## config.mk

```make
export PLATFORM = sky130hd
export DESIGN_NAME = periodic_task_dispatcher_top
export DESIGN_NICKNAME = d
export VERILOG_FILES = /design/src/rtl/ptd_pkg.sv /design/src/rtl/periodic_task_dispatcher_top.sv /design/src/rtl/ptd_slot_mem.sv /design/src/rtl/ptd_scan.sv
export SDC_FILE = /design/constraint.sdc
export NUM_CORES = 1
export LEC_CHECK = 0
export BUFFER_PORTS_ARGS = -buffer_cell sky130_fd_sc_hd__buf_2
export CAP_MARGIN = 20
export CORE_MARGIN = 10
export CORE_UTILIZATION = 40
export DETAILED_ROUTE_END_ITERATION = 16
export PLACE_DENSITY = 0.66
export SYNTH_ARGS = -nofsm -noshare
export SYNTH_HDL_FRONTEND = slang
export SYNTH_SLANG_ARGS = --single-unit
```

## constraint.sdc

```tcl
create_clock -name clk -period 6.7 [get_ports clk]
set_clock_uncertainty 0.1 [all_clocks]
set_input_delay 0.335 -clock clk [delete_from_list [all_inputs] [get_ports clk]]
set_output_delay 0.335 -clock clk [all_outputs]
set_load 0.01 [all_outputs]
```

## src/rtl/ptd_pkg.sv

```systemverilog
// Package for the periodic task dispatcher: field widths, defaults,
// request kind codes, scan state encoding and the scan status bundle.
// No dependencies.
`timescale 1ns / 1ps
`default_nettype none

package ptd_pkg;

    // Fixed widths of the request and result fields
    localparam int IN_TIME_W  = 24;
    localparam int IN_IDX_W   = 3;
    localparam int TICK_LEN_W = 10;
    localparam int DUE_IDX_W  = 3;

    // Parameter defaults
    localparam int NUM_SLOTS_DEF  = 8;
    localparam int TIME_WIDTH_DEF = 24;

    // Tick length after reset
    localparam logic [TICK_LEN_W-1:0] TICK_LEN_RESET = TICK_LEN_W'(1);

    // Request kinds
    localparam logic KIND_TICK = 1'b0;
    localparam logic KIND_LOAD = 1'b1;

    // Scan sequencer states
    typedef enum logic [1:0] {
        ST_IDLE,
        ST_SCAN,
        ST_FLUSH
    } scan_state_t;

    // Status of the scan engine seen by the top level
    typedef struct packed {
        logic busy;        // a tick is being processed
        logic pend_valid;  // a due slot waits for its last flag
        logic hold;        // scan halted behind a stalled result
    } scan_status_t;

endpackage

`default_nettype wire

```

## src/rtl/periodic_task_dispatcher_top.sv

```systemverilog
// Periodic task dispatcher, top level: tick length register and scan engine.
// Depends on ptd_pkg, ptd_scan and ptd_slot_mem.
//
// Usage:
//   Request channel (in_valid / in_stall): kind selects a tick or a slot load.
//   A load writes period, first delay and enable of one slot, gives no result
//   and is dropped beyond the table. A tick scans all slots in index order,
//   one slot per cycle through the slot memory read port unless halted.
//   Result channel (out_valid / out_stall): one result per due slot, in index
//   order, last_due set on the final one. A tick with nothing due gives none.
//   A load leaves the request side free for the next request at once; a tick
//   keeps it stalled until its scan and flush are done, since the single
//   read port walks the slot memory.
//   Latency: a due slot is shown once the next due slot is found, or at the
//   end of the scan for the last one.
//   A stalled result holds; a further due slot then halts the scan until the
//   held result is taken. in_stall stays high for the whole tick.
//   cfg_wr_en / cfg_wr_data set the tick length (ms); write only while idle.
//   Reset: all slots disabled, tick length 1, no results pending.
`timescale 1ns / 1ps
`default_nettype none

module periodic_task_dispatcher_top
    import ptd_pkg::*;
#(
    parameter int NUM_SLOTS  = NUM_SLOTS_DEF,
    parameter int TIME_WIDTH = TIME_WIDTH_DEF
) (
    input  wire logic                  clk,
    input  wire logic                  rst_n,
    input  wire logic                  cfg_wr_en,
    input  wire logic [TICK_LEN_W-1:0] cfg_wr_data,
    input  wire logic                  in_valid,
    output      logic                  in_stall,
    input  wire logic                  kind,
    input  wire logic [IN_IDX_W-1:0]   slot_index,
    input  wire logic [IN_TIME_W-1:0]  period_ms,
    input  wire logic [IN_TIME_W-1:0]  first_delay_ms,
    input  wire logic                  slot_enabled,
    output      logic                  out_valid,
    input  wire logic                  out_stall,
    output      logic [DUE_IDX_W-1:0]  due_index,
    output      logic                  last_due
);

    logic [TICK_LEN_W-1:0] tick_len_reg;
    scan_status_t          status;

    // Tick length register
    always_ff @(posedge clk or negedge rst_n)
    begin
        if (!rst_n)
        begin
            tick_len_reg <= TICK_LEN_RESET;
        end
        else if (cfg_wr_en)
        begin
            tick_len_reg <= cfg_wr_data;
        end
    end

    ptd_scan #(
        .NUM_SLOTS  (NUM_SLOTS),
        .TIME_WIDTH (TIME_WIDTH)
    ) u_scan (
        .clk            (clk),
        .rst_n          (rst_n),
        .tick_len       (tick_len_reg),
        .in_valid       (in_valid),
        .in_stall       (in_stall),
        .kind           (kind),
        .slot_index     (slot_index),
        .period_ms      (period_ms),
        .first_delay_ms (first_delay_ms),
        .slot_enabled   (slot_enabled),
        .out_valid      (out_valid),
        .out_stall      (out_stall),
        .due_index      (due_index),
        .last_due       (last_due),
        .status         (status)
    );

`ifndef ASSERT_OFF
    // No due slot may be left pending once the engine is idle
    a_idle_no_pending: assert property (@(posedge clk) disable iff (!rst_n)
        !status.busy |-> !status.pend_valid)
        else $error("pending due slot while idle");

    // A result without the last flag always has a successor waiting
    a_not_last_has_next: assert property (@(posedge clk) disable iff (!rst_n)
        (out_valid && !last_due) |-> status.pend_valid)
        else $error("non-final result with no following due slot");

    // The scan halts only behind a stalled result with another due waiting
    a_hold_cause: assert property (@(posedge clk) disable iff (!rst_n)
        status.hold |-> (status.pend_valid && out_valid && out_stall && status.busy))
        else $error("scan halted without a stalled result");
`endif

endmodule

`default_nettype wire

```

## src/rtl/ptd_slot_mem.sv

```systemverilog
// Slot memory: reload period and remaining time per task slot.
// One write port, one read port with a registered read.
// Depends on ptd_pkg.
`timescale 1ns / 1ps
`default_nettype none

module ptd_slot_mem
    import ptd_pkg::*;
#(
    parameter int NUM_SLOTS  = NUM_SLOTS_DEF,
    parameter int TIME_WIDTH = TIME_WIDTH_DEF,
    localparam int SLOT_W    = (NUM_SLOTS > 1) ? $clog2(NUM_SLOTS) : 1
) (
    input  wire logic                  clk,
    input  wire logic                  wr_en,
    input  wire logic [SLOT_W-1:0]     wr_addr,
    input  wire logic [TIME_WIDTH-1:0] wr_period,
    input  wire logic [TIME_WIDTH-1:0] wr_remain,
    input  wire logic                  rd_en,
    input  wire logic [SLOT_W-1:0]     rd_addr,
    output      logic [TIME_WIDTH-1:0] rd_period,
    output      logic [TIME_WIDTH-1:0] rd_remain
);

    logic [2*TIME_WIDTH-1:0] slot_mem [NUM_SLOTS];
    logic [2*TIME_WIDTH-1:0] rd_data_reg;

    // Write port
    always_ff @(posedge clk)
    begin
        if (wr_en)
        begin
            slot_mem[wr_addr] <= {wr_period, wr_remain};
        end
    end

    // Registered read port; data holds while rd_en is low
    always_ff @(posedge clk)
    begin
        if (rd_en)
        begin
            rd_data_reg <= slot_mem[rd_addr];
        end
    end

    assign rd_period = rd_data_reg[2*TIME_WIDTH-1:TIME_WIDTH];
    assign rd_remain = rd_data_reg[TIME_WIDTH-1:0];

endmodule

`default_nettype wire

```

## src/rtl/ptd_scan.sv

```systemverilog
// Scan engine: takes load and tick requests, walks the slot memory one slot per
// cycle on a tick unless halted, and emits due slot indices with a last flag.
// Depends on ptd_pkg and ptd_slot_mem.
`timescale 1ns / 1ps
`default_nettype none

module ptd_scan
    import ptd_pkg::*;
#(
    parameter int NUM_SLOTS  = NUM_SLOTS_DEF,
    parameter int TIME_WIDTH = TIME_WIDTH_DEF
) (
    input  wire logic                  clk,
    input  wire logic                  rst_n,
    input  wire logic [TICK_LEN_W-1:0] tick_len,
    input  wire logic                  in_valid,
    output      logic                  in_stall,
    input  wire logic                  kind,
    input  wire logic [IN_IDX_W-1:0]   slot_index,
    input  wire logic [IN_TIME_W-1:0]  period_ms,
    input  wire logic [IN_TIME_W-1:0]  first_delay_ms,
    input  wire logic                  slot_enabled,
    output      logic                  out_valid,
    input  wire logic                  out_stall,
    output      logic [DUE_IDX_W-1:0]  due_index,
    output      logic                  last_due,
    output      scan_status_t          status
);

    localparam int SLOT_W = (NUM_SLOTS > 1) ? $clog2(NUM_SLOTS) : 1;
    localparam int CNT_W  = $clog2(NUM_SLOTS + 1);
    localparam int CMP_W  = (TIME_WIDTH > TICK_LEN_W) ? TIME_WIDTH : TICK_LEN_W;

    scan_state_t state_reg, state_next;

    logic [CNT_W-1:0]     rd_idx_reg, rd_idx_next;
    logic                 s1_valid_reg, s1_valid_next;
    logic [SLOT_W-1:0]    s1_idx_reg, s1_idx_next;
    logic                 pend_valid_reg, pend_valid_next;
    logic [SLOT_W-1:0]    pend_idx_reg, pend_idx_next;
    logic                 out_valid_reg, out_valid_next;
    logic [DUE_IDX_W-1:0] out_idx_reg, out_idx_next;
    logic                 out_last_reg, out_last_next;
    logic [NUM_SLOTS-1:0] active_reg, active_next;

    logic                  tick_accept, load_accept, load_ok;
    logic                  out_free, s1_active, s1_zero, s1_due;
    logic                  hold, issue, commit, flush_emit, scan_done;
    logic [TIME_WIDTH-1:0] rd_period, rd_remain, base_time, new_remain;
    logic [CMP_W-1:0]      base_ext, tick_ext;
    logic                  mem_we;
    logic [SLOT_W-1:0]     mem_waddr;
    logic [TIME_WIDTH-1:0] mem_wperiod, mem_wremain;

    // Request handshake
    assign tick_accept = in_valid && !in_stall && (kind == KIND_TICK);
    assign load_accept = in_valid && !in_stall && (kind == KIND_LOAD);
    assign load_ok     = load_accept && (32'(slot_index) < NUM_SLOTS);

    // Scan pipeline: read stage then modify stage
    assign out_free   = !out_valid_reg || !out_stall;
    assign s1_active  = active_reg[s1_idx_reg];
    assign s1_zero    = (rd_remain == '0);
    assign s1_due     = s1_valid_reg && s1_active && s1_zero;
    assign hold       = s1_due && pend_valid_reg && !out_free;
    assign issue      = (state_reg == ST_SCAN) && (rd_idx_reg < CNT_W'(NUM_SLOTS)) && !hold;
    assign commit     = s1_valid_reg && !hold;
    assign scan_done  = (rd_idx_reg == CNT_W'(NUM_SLOTS)) && !s1_valid_reg;

    // Reload on due, then saturating subtract of the tick length
    always_comb
    begin
        base_time  = (s1_active && s1_zero) ? rd_period : rd_remain;
        base_ext   = CMP_W'(base_time);
        tick_ext   = CMP_W'(tick_len);
        new_remain = (base_ext > tick_ext) ? TIME_WIDTH'(base_ext - tick_ext) : '0;
    end

    // Memory write mux: loads only happen while idle, scan writes only while busy
    always_comb
    begin
        if (load_ok)
        begin
            mem_we      = 1'b1;
            mem_waddr   = SLOT_W'(slot_index);
            mem_wperiod = TIME_WIDTH'(period_ms);
            mem_wremain = TIME_WIDTH'(first_delay_ms);
        end
        else
        begin
            mem_we      = commit && s1_active;
            mem_waddr   = s1_idx_reg;
            mem_wperiod = rd_period;
            mem_wremain = new_remain;
        end
    end

    ptd_slot_mem #(
        .NUM_SLOTS  (NUM_SLOTS),
        .TIME_WIDTH (TIME_WIDTH)
    ) u_slot_mem (
        .clk       (clk),
        .wr_en     (mem_we),
        .wr_addr   (mem_waddr),
        .wr_period (mem_wperiod),
        .wr_remain (mem_wremain),
        .rd_en     (issue),
        .rd_addr   (rd_idx_reg[SLOT_W-1:0]),
        .rd_period (rd_period),
        .rd_remain (rd_remain)
    );

    // Next state
    always_comb
    begin
        state_next = state_reg;
        unique case (state_reg)
            ST_IDLE:
            begin
                if (tick_accept)
                begin
                    state_next = ST_SCAN;
                end
            end
            ST_SCAN:
            begin
                if (scan_done)
                begin
                    state_next = ST_FLUSH;
                end
            end
            ST_FLUSH:
            begin
                if (!pend_valid_reg || out_free)
                begin
                    state_next = ST_IDLE;
                end
            end
            default:
            begin
                state_next = ST_IDLE;
            end
        endcase
    end

    // State outputs
    always_comb
    begin
        in_stall   = 1'b1;
        flush_emit = 1'b0;
        unique case (state_reg)
            ST_IDLE:
            begin
                in_stall = 1'b0;
            end
            ST_SCAN:
            begin
                in_stall = 1'b1;
            end
            ST_FLUSH:
            begin
                flush_emit = pend_valid_reg && out_free;
            end
            default:
            begin
                in_stall = 1'b1;
            end
        endcase
    end

    // Datapath next values
    always_comb
    begin
        rd_idx_next     = rd_idx_reg;
        s1_valid_next   = s1_valid_reg;
        s1_idx_next     = s1_idx_reg;
        pend_valid_next = pend_valid_reg;
        pend_idx_next   = pend_idx_reg;
        out_valid_next  = out_valid_reg && out_stall;
        out_idx_next    = out_idx_reg;
        out_last_next   = out_last_reg;
        active_next     = active_reg;

        if (load_ok)
        begin
            active_next[SLOT_W'(slot_index)] = slot_enabled;
        end

        if (tick_accept)
        begin
            rd_idx_next = '0;
        end

        // read stage
        if (!hold)
        begin
            s1_valid_next = issue;
            if (issue)
            begin
                s1_idx_next = rd_idx_reg[SLOT_W-1:0];
                rd_idx_next = rd_idx_reg + CNT_W'(1);
            end
        end

        // modify stage: a new due slot pushes the pending one out
        if (commit && s1_due)
        begin
            if (pend_valid_reg)
            begin
                out_valid_next = 1'b1;
                out_idx_next   = DUE_IDX_W'(pend_idx_reg);
                out_last_next  = 1'b0;
            end
            pend_valid_next = 1'b1;
            pend_idx_next   = s1_idx_reg;
        end

        // end of scan: last due slot goes out flagged
        if (flush_emit)
        begin
            out_valid_next  = 1'b1;
            out_idx_next    = DUE_IDX_W'(pend_idx_reg);
            out_last_next   = 1'b1;
            pend_valid_next = 1'b0;
        end
    end

    // Control registers
    always_ff @(posedge clk or negedge rst_n)
    begin
        if (!rst_n)
        begin
            state_reg      <= ST_IDLE;
            rd_idx_reg     <= '0;
            s1_valid_reg   <= 1'b0;
            pend_valid_reg <= 1'b0;
            out_valid_reg  <= 1'b0;
            active_reg     <= '0;
        end
        else
        begin
            state_reg      <= state_next;
            rd_idx_reg     <= rd_idx_next;
            s1_valid_reg   <= s1_valid_next;
            pend_valid_reg <= pend_valid_next;
            out_valid_reg  <= out_valid_next;
            active_reg     <= active_next;
        end
    end

    // Payload registers
    always_ff @(posedge clk)
    begin
        s1_idx_reg   <= s1_idx_next;
        pend_idx_reg <= pend_idx_next;
        out_idx_reg  <= out_idx_next;
        out_last_reg <= out_last_next;
    end

    assign out_valid = out_valid_reg;
    assign due_index = out_idx_reg;
    assign last_due  = out_last_reg;

    assign status.busy       = (state_reg != ST_IDLE);
    assign status.pend_valid = pend_valid_reg;
    assign status.hold       = hold;

endmodule

`default_nettype wire

```

==> results of run 1 <==
==> layout by cell type (no fill, tap or decap), drive strengths merged, types with 4 or more instances in the layout <==
cell	netlist	routed
edfxtp	441	441
nand2	263	263
mux4	98	98
buf	11	91
clkbuf	38	59
nor2	36	36
dfrtp	26	26
a21oi	25	25
o21ai	23	23
clkinv	1	23
inv	18	19
o31ai	15	15
nand3	14	14
a21o	13	13
nor3	13	13
dlygate4sd3	0	13
ha	12	12
mux2	9	9
xor2	8	8
xnor2	8	8
nor4	8	8
nand2b	7	7
a22o	6	6
or2	5	5
nor4b	5	5
a31oi	5	5
or3	4	4
bufinv	0	4
a2111oi	4	4
==> through the flow <==
step,power (W),hold slack [ns],instances
floorplan,0.00678,-0.0606,1158
global placement,0.00770,0.290,1815
detailed placement,0.00780,0.301,1815
CTS,0.0104,0.0173,1914
global route,0.0108,0.0566,1914
finish,0.0103,0.0529,1914
==> routing by layer <==
| metal | vias to the layer above | wire length [µm] | share of wire, % |
|---|---|---|---|
| met2 | 383 | 22000 | 49 |
| li1 | 4693 | - | - |
| met5 | - | 0 | 0 |
| met4 | 0 | 925 | 2.0 |
| met3 | 57 | 3520 | 7.8 |
| met1 | 5527 | 18800 | 42 |
==> what timing repair did <==
item | 4_1_cts | 5_1_grt
endpoints found under the hold margin | 42 | 0
setup endpoints to repair | 0 | 0
hold buffers | 13 | 0
==> final cells by class <==
type                    instances  area [µm²]  area share (%)
flip-flops and latches        469       13900            63.4
multi-input cells             621        5080            23.1
clock buffers                  59        1220            5.55
well taps                     615         769            3.50
repair buffers                104         631            2.87
clock inverters                27         287            1.30
inverters                      19        71.3           0.324
==> power groups by stage <==
| stage | Clock, W | Combinational (W) | Sequential [W] |
|---|---|---|---|
| after global placement | 0 | 0.00284 | 0.00486 |
| after CTS | 0.00261 | 0.00294 | 0.00483 |
| after detailed placement | 0 | 0.00292 | 0.00489 |
| final | 0.00255 | 0.00291 | 0.00483 |
| after floorplan | 0 | 0.00215 | 0.00462 |
| after global routing | 0.00273 | 0.00319 | 0.00488 |
==> Yosys cell counts (all sizes together) (6+ instances only) <==
cell type / instances
nor4: 8
o31ai: 15
a21o: 13
nand2: 263
clkbuf: 38
a22o: 6
xor2: 8
xnor2: 8
edfxtp: 441
ha: 12
mux4: 98
mux2: 9
dfrtp: 26
nand2b: 7
nor2: 36
inv: 18
nand3: 14
buf: 11
a21oi: 25
o21ai: 23
nor3: 13
==> cells by family after synthesis <==
kind of cell | after synthesis | share of synthesized area (%)
muxes | 109 | 12.2
AOI/OAI and AO/OA | 114 | 4.09
buffers and inverters | 68 | 1.36
and+or+nand+nor | 369 | 8.16
adders and majority gates | 13 | 0.886
xor gates and xnor gates | 16 | 0.730
DFF | 469 | 72.6
==> tightest hold or removal path: cells and delay by family <==
kind / cells / cell delay [ns]
mux: 1 / 0.15
buf+inv: 1 / 0.14
simple gates: 1 / 0.08
==> path summary, 6_finish.rpt <==
check / startpoint / to / slack (ns) / depth (start not counted)
worst max-delay path: u_scan.u_slot_mem.rd_data_reg[10]$_DFFE_PP_ / u_scan.u_slot_mem.slot_mem[2][7]$_DFFE_PP_ / 0.94 / 13
worst min-delay path: slot_index[0] / u_scan.active_reg[1]$_DFFE_PN0P_ / 0.05 / 3
worst max register to register: u_scan.u_slot_mem.rd_data_reg[10]$_DFFE_PP_ / u_scan.u_slot_mem.slot_mem[2][7]$_DFFE_PP_ / 0.94 / 13
worst min register to register: u_scan.pend_idx_reg[0]$_DFFE_PP_ / u_scan.due_index[0]$_DFFE_PP_ / 0.34 / 0
max in group asynchronous: rst_n / u_scan.rd_idx_reg[0]$_DFF_PN0_ / 5.80 / 2
min in group asynchronous: rst_n / u_scan.active_reg[3]$_DFFE_PN0P_ / 0.22 / 2
==> results.cfg, run 1 <==
[cts]
cts_setup_buffers = 0
htreeDepth = 2
cts-root-buf = clkbuf_16
cts_resized = 0
cts_sinks = 469
clock_latency_ns = 0.60
cts_made_buffers = 47
cts_tree = yes
clk_pin_slew_ns = 0.06
clk_path_buf_depth = 3

[global_routing]
gr-usage-met2_pct = 26.0
grt_antenna_before_repair = 0
grt_pass1_vias = 10700
grt_use_total_pct = 15.9
grt_first_pass_wirelength_um = 68100
met1_usage_pct = 21.1
gr-usage-met3_pct = 3.53
grt-busiest-layer = met2
grt_overflow = 0
grt_max_degree = 68

[placed_design]
pre_cts_slack_ns = 1.11
io_buffers = 73
place.gp.congestion = 0.878
dpl_cell_area_um2 = 20400
dp_hpwl_um = 26500

[power]
switchingPower_w = 0.00333
p_leak_nw = 7.59
p_per_area_nw_per_um2 = 468
clockPowerShare_pct = 24.8
irDropWorstVdd_mv = 0.222
p_int_w = 0.00696
comb_power_share_pct = 28.3
share_seq_of_total_power_pct = 46.9
swShare_pct = 32.3

[finish]
fillCellCount = 4082
diodes = 0
drive_above_1_share_pct = 22.2
area_delta_synth_final_pct = 14.6
fin_area_um2 = 22000
largest_reg_flops = 384
final_nets = 1343
finish.utilization_pct = 46.2

[min_path]
min_path_type = in -> reg

[status]
status = finished clean

[worst_setup_path]
path_common_cell = a21oi_1
crit_type = reg -> reg
end_kind = register
path_delay_family = compound AO/OA/AOI/OAI gates
crit_chain = nor3_1 -> nand2_1 -> nor4_4 -> a21oi_1 -> ha_1 -> fa_1 -> nand2b_1 -> a21oi_1 -> a22oi_1 -> a21oi_1 -> a2111oi_4 -> buf_4 -> o31ai_1
cp.arrival_ns = 5.90
worstPathRequired_ns = 6.84
cp-start-kind = register
crit_path_max_incr_delay_ns = 0.86
path_max_fanout = 10
cp_num_buf_inv = 1
crit_slowest_cell = a21oi_1

[logic_synthesis]
yosysWarnings = 0
synth_seq_cells = 469
yosys.area.top_type_share_pct = 69.0
synthFlopType = edfxtp_1
synth_top_area_cell = edfxtp_1
async_reset_ff_share_pct = 5.76
synth_cells = 1158
yosysSeqAreaShare_pct = 72.6
synth_edf_count = 441
synthTopCellsByArea = edfxtp_1, mux4_2, nand2_1, dfrtp_1, ha_1
syn-mean-instance-area_um2 = 16.6
syn_area_um2 = 19200
synth_nets = 1239
synth.distinct_cells = 59

[sta]
period_needed_ns = 5.76
fin_tns_setup_ns = 0
fin_ws_ns = 0.942
fmax_ghz = 0.174
setup_viol = 0
tightest_slew_ns = 1.09
fin_crit_sh_pct = 85.9
rsz0062_at_grt = false
slew_viol_final = 0
slew_headroom_pct = 27.2
hold_viol = 0

[route]
drc = 0
detail_route.iter0.violations = 1102
routed_wl_um = 45200
vias_per_cell = 5.57
vias = 10700
drt-wirelength-per-cell_um = 23.6
drtPass1Iterations = 5
ant_nets = 0

[flow_run]
cap_violations = 0

[floorplan]
die_width_um = 239
dieArea_um2 = 57200
pin_count = 74
initial_core_util_pct = 40.3
fp.dieH_um = 239
rows = 80
coreArea_um2 = 47600
(Power assumes the default switching activity.)
==> run 2, diff against run 1 <==
--- a/config.mk
+++ b/config.mk
@@ -8,9 +8,9 @@
 export BUFFER_PORTS_ARGS = -buffer_cell sky130_fd_sc_hd__buf_2
 export CAP_MARGIN = 20
 export CORE_MARGIN = 10
-export CORE_UTILIZATION = 40
+export CORE_UTILIZATION = 39
 export DETAILED_ROUTE_END_ITERATION = 16
-export PLACE_DENSITY = 0.66
+export PLACE_DENSITY = 0.65
 export SYNTH_ARGS = -nofsm -noshare
 export SYNTH_HDL_FRONTEND = slang
 export SYNTH_SLANG_ARGS = --single-unit
==> run 2 against run 1 <==
Effect of this change: flip-flop and latch count is the same; global-route usage shrank 0.27 points; fmax fell by 5.3%; combinational power is essentially flat; via count about the same; register-to-register slack worse by 0.32 ns; first-iteration DRC count down 9.2%; final cell count up 2.9%; total power grew 2.3%; highest routed layer unchanged; critical path depth unchanged; count of clock-buffer cells in the layout shrank 1; sequential share of layout area shrank 0.59 points.
==> results.cfg, run 2 (synthesis results as in run 1) <==
[status]
status = finished clean

[finish]
layout_commonest_cell = edfxtp_1
drive_above_1_share_pct = 22.5
final_nets = 1345
diodes = 0
most-common-layout-cells = edfxtp_1, nand2_1, mux4_2
area_delta_synth_final_pct = 15.7
largest_reg_flops = 384
fin_area_um2 = 22200

[worst_setup_path]
r2r_start = u_scan.u_slot_mem.rd_data_reg[10]$_DFFE_PP_
end_kind = register
crit_type = reg -> reg
path_max_fanout = 12
cp-startpoint = u_scan.u_slot_mem.rd_data_reg[10]$_DFFE_PP_
worstPathRequired_ns = 6.88
crit_slowest_cell = a21oi_1
cp-start-kind = register
path_common_cell = a21oi_1
path_delay_family = compound AO/OA/AOI/OAI gates
crit_path_max_incr_delay_ns = 0.84
crit_chain = nor3_1 -> nand2_1 -> nor4_4 -> a21oi_1 -> ha_1 -> fa_1 -> nand2b_1 -> a21oi_1 -> a22oi_1 -> a21oi_1 -> a2111oi_4 -> buf_4 -> o31ai_1
cp_num_buf_inv = 1
cp.arrival_ns = 6.26

[min_path]
min_from = slot_index[0]
min_path_type = in -> reg

[global_routing]
grt_antenna_before_repair = 1
grt_use_total_pct = 15.6
grt_overflow = 0
grt_pass1_vias = 10900
grt_first_pass_wirelength_um = 69500
grt_max_degree = 67

[sta]
fin_crit_sh_pct = 90.7
rsz0062_at_grt = false
slew_headroom_pct = 28.9
hold_viol = 0
period_needed_ns = 6.08
tightest_slew_ns = 1.07
fmax_ghz = 0.164
fin_tns_setup_ns = 0
slew_viol_final = 0
setup_viol = 0

[cts]
cts_setup_buffers = 0
cts_tree = yes
cts-root-buf = clkbuf_16
cts_made_buffers = 49
clock_latency_ns = 0.61
htreeDepth = 2
cts_sinks = 469
clk_pin_slew_ns = 0.06
hold_buffers = 13
cts_resized = 0
clk_path_buf_depth = 3

[floorplan]
rows = 81
fp.dieH_um = 242
dieArea_um2 = 58500
pin_count = 74
initial_core_util_pct = 39.3
coreArea_um2 = 48800
die_width_um = 242

[placed_design]
io_buffers = 73
dpl_cell_area_um2 = 20400
dp_hpwl_um = 27500
place.gp.congestion = 0.906

[route]
detail_route.iter0.violations = 1001
vias_per_cell = 5.42
drc = 0
drtPass1Iterations = 5
ant_nets = 0
routed_wl_um = 46400
drt-wirelength-per-cell_um = 23.6
vias = 10700

[power]
p_per_area_nw_per_um2 = 474
p_leak_nw = 7.64
irDropWorstVdd_mv = 0.199

[flow_run]
cap_violations = 0
## run 2: metal layers
metal	vias up	track usage (%)	routed length [µm]
met3	56	3.20	3130
met4	0	3.59	758
li1	4711	-	-
met2	383	25.8	22600
met5	-	0	0
met1	5520	21.0	19900
## run 2: cell type report
class,instances,area [µm²]
fillers,4264,26600
flip-flops and latches,469,13900
multi-input cells,621,5080
clock buffers,58,1260
well taps,664,831
repair buffers,104,631
clock inverters,34,393
inverters,19,71.3
## run 2: metrics by stage
| stage | cells | worst slack (ns) | util [%] | total power (W) | hold slack, ns |
|---|---|---|---|---|---|
| after floorplan | 1158 | 1.75 | - | 0.00678 | -0.0606 |
| after CTS | 1969 | 0.789 | 45.5 | 0.0106 | 0.0176 |
| after detailed placement | 1864 | 0.795 | 41.8 | 0.00784 | 0.317 |
| after global placement | 1864 | 1.14 | 41.8 | 0.00774 | 0.304 |
| final | 1969 | 0.621 | 45.5 | 0.0105 | 0.0402 |
| after global routing | 1969 | 0.230 | 45.5 | 0.0110 | 0.0449 |
## run 2: power by group
part,switching [W],internal (W)
clock network,0.00114,0.00163
logic,0.00183,0.00110
registers,0.000434,0.00441
total,0.00340,0.00713
## run 2: path summary, 6_finish.rpt
check                      cells past startpoint                                           to  slack, ns
setup / recovery                              13  u_scan.u_slot_mem.slot_mem[0][20]$_DFFE_PP_       0.62
hold / removal                                 3             u_scan.active_reg[1]$_DFFE_PN0P_       0.04
setup reg to reg                              13  u_scan.u_slot_mem.slot_mem[0][20]$_DFFE_PP_       0.62
hold reg to reg                                0                u_scan.due_index[1]$_DFFE_PP_       0.32
max in group asynchronous                      2               u_scan.rd_idx_reg[1]$_DFF_PN0_       5.74
min in group asynchronous                      2             u_scan.active_reg[2]$_DFFE_PN0P_       0.23
## run 2: worst register-to-register path, stage by stage, from the launching register on
cell and delay (ns):
edfxtp_1 0.46, nor3_1 0.44, nand2_1 0.36, nor4_4 0.62
a21oi_1 0.17, ha_1 0.24, fa_1 0.40, nand2b_1 0.18
a21oi_1 0.30, a22oi_1 0.16, a21oi_1 0.84, a2111oi_4 0.41
buf_4 0.30, o31ai_1 0.78
==> run 3, diff against run 2 <==
--- a/config.mk
+++ b/config.mk
@@ -7,6 +7,7 @@
 export LEC_CHECK = 0
 export BUFFER_PORTS_ARGS = -buffer_cell sky130_fd_sc_hd__buf_2
 export CAP_MARGIN = 20
+export CORE_ASPECT_RATIO = 0.6
 export CORE_MARGIN = 10
 export CORE_UTILIZATION = 39
 export DETAILED_ROUTE_END_ITERATION = 16
==> run 3 against run 2 <==
Effect of this change: sequential power about the same; hold slack improved by 0.017 ns; first-iteration DRC count increased by 17%; via count increased by 0.30%; design area decreased by 0.85%; combinational power about the same; die area increased by 0.50%; worst setup slack improved by 0.53 ns; critical path depth decreased by 1; final cell count decreased by 1.9%; non-clock buffer count increased by 1; critical path type unchanged.
==> results.cfg, run 3 (synthesis results as in run 1) <==
[cts]
cts-root-buf = clkbuf_16
cts_made_buffers = 42
clk_pin_slew_ns = 0.07
cts_setup_buffers = 0
cts_sinks = 469
clk_path_buf_depth = 3
cts_tree = yes
htreeDepth = 2
clock_latency_ns = 0.56

[finish]
diodes = 0
finish.utilization_pct = 45.6
layout_commonest_cell = edfxtp_1
most-common-layout-cells = edfxtp_1, nand2_1, mux4_2
final_nets = 1339
drive_above_1_share_pct = 22.5
fillCellCount = 4131
largest_reg_flops = 384
area_delta_synth_final_pct = 14.7

[global_routing]
grt_antenna_before_repair = 0
grt_max_degree = 55
grt_first_pass_wirelength_um = 70200
grt_overflow = 0
grt_pass1_vias = 10900
grt_use_total_pct = 15.7

[worst_setup_path]
cp-start-kind = register
crit_end = u_scan.u_slot_mem.slot_mem[0][13]$_DFFE_PP_
cp_num_buf_inv = 1
crit_slowest_cell = nor3_1
path_delay_family = simple AND/OR/NAND/NOR gates
cp-startpoint = u_scan.u_slot_mem.rd_data_reg[10]$_DFFE_PP_
r2r_start = u_scan.u_slot_mem.rd_data_reg[10]$_DFFE_PP_
r2r-end = u_scan.u_slot_mem.slot_mem[0][13]$_DFFE_PP_
crit_type = reg -> reg
path_max_fanout = 34
crit_chain = nor3_1 -> nand2_1 -> nor4_4 -> buf_4 -> a21o_1 -> ha_1 -> a2111o_1 -> o21ai_0 -> nand3_1 -> a211o_1 -> o211a_1 -> nor3_1
cp.depth = 12
r2r_setup_slack_ns = 1.15
end_kind = register
worstPathRequired_ns = 6.85
cp.arrival_ns = 5.70
crit_path_max_incr_delay_ns = 0.65
r2r_cells = 12
path_common_cell = nor3_1

[floorplan]
rows = 62
die_width_um = 306
initial_core_util_pct = 39.8
pin_count = 74
coreArea_um2 = 48300
fp.dieH_um = 192
dieArea_um2 = 58800

[sta]
hold_viol = 0
fin_tns_setup_ns = 0
tightest_slew_ns = 1.03
rsz0062_at_grt = false
fin_crit_sh_pct = 82.9
fin_hold_ws_ns = 0.0577
period_needed_ns = 5.55
fmax_ghz = 0.180
fin_ws_ns = 1.15
slew_viol_final = 0
slew_headroom_pct = 30.3
setup_viol = 0

[power]
p_leak_nw = 7.58
p_per_area_nw_per_um2 = 472
irDropWorstVdd_mv = 0.373
power.total_w = 0.0104

[route]
detail_route.iter0.violations = 1170
vias_per_cell = 5.54
drtPass1Iterations = 6
drc = 0
vias = 10700
routed_wl_um = 46400
ant_nets = 0
drt-wirelength-per-cell_um = 24.0

[placed_design]
pre_cts_slack_ns = 1.37
io_buffers = 73
place.gp.congestion = 0.893
dp_hpwl_um = 27800

[min_path]
min_path_type = in -> reg

[status]
status = finished clean

[flow_run]
cap_violations = 0
## run 3: what timing repair did
item	4_1_cts	5_1_grt
hold buffers	12	0
endpoints found under the hold margin	37	0
gates resized for setup	0	0
## run 3: cell type report
| type | count | area, µm² | share of cell area, % |
|---|---|---|---|
| Sequential cell | 469 | 13900 | 63.3 |
| Multi-Input combinational cell | 621 | 5080 | 23.1 |
| Clock buffer | 60 | 1180 | 5.36 |
| Tap cell | 640 | 801 | 3.64 |
| Timing Repair Buffer | 105 | 648 | 2.94 |
| Clock inverter | 17 | 297 | 1.35 |
| Inverter | 19 | 71.3 | 0.324 |
## run 3: how the worst min path moves through the flow
stage / start / to / slack, ns / cells after the start
2_1_floorplan: rst_n / tick_len_reg[1]$_DFFE_PN0P_ / -0.06 / 0
3_3_place_gp: u_scan.pend_idx_reg[2]$_DFFE_PP_ / u_scan.due_index[2]$_DFFE_PP_ / 0.31 / 0
3_5_place_dp: u_scan.pend_idx_reg[2]$_DFFE_PP_ / u_scan.due_index[2]$_DFFE_PP_ / 0.31 / 0
4_1_cts: slot_enabled / u_scan.active_reg[3]$_DFFE_PN0P_ / 0.03 / 2
5_1_grt: slot_enabled / u_scan.active_reg[5]$_DFFE_PN0P_ / 0.06 / 2
6_report: slot_enabled / u_scan.active_reg[3]$_DFFE_PN0P_ / 0.06 / 2
## run 3: through the flow
stage	area, µm²	instances
finish	22000	1931
global placement	20400	1842
global route	22000	1931
detailed placement	20400	1842
CTS	22000	1931
floorplan	19200	1158
## run 3: per-layer routing
metal | global-route usage [%] | vias up | share of wire, %
met5 | 0 | - | 0
met4 | 3.23 | 0 | 1.7
met3 | 5.06 | 59 | 10
met2 | 23.5 | 483 | 44
met1 | 22.2 | 5466 | 44
li1 | - | 4694 | -
## run 3: where the power goes
| group | leakage, nW | switching, W | internal [W] |
|---|---|---|---|
| sequential | 4.37 | 0.000441 | 0.00440 |
| clock | 0.713 | 0.00106 | 0.00154 |
| combinational | 2.49 | 0.00184 | 0.00111 |
| total | 7.58 | 0.00334 | 0.00706 |
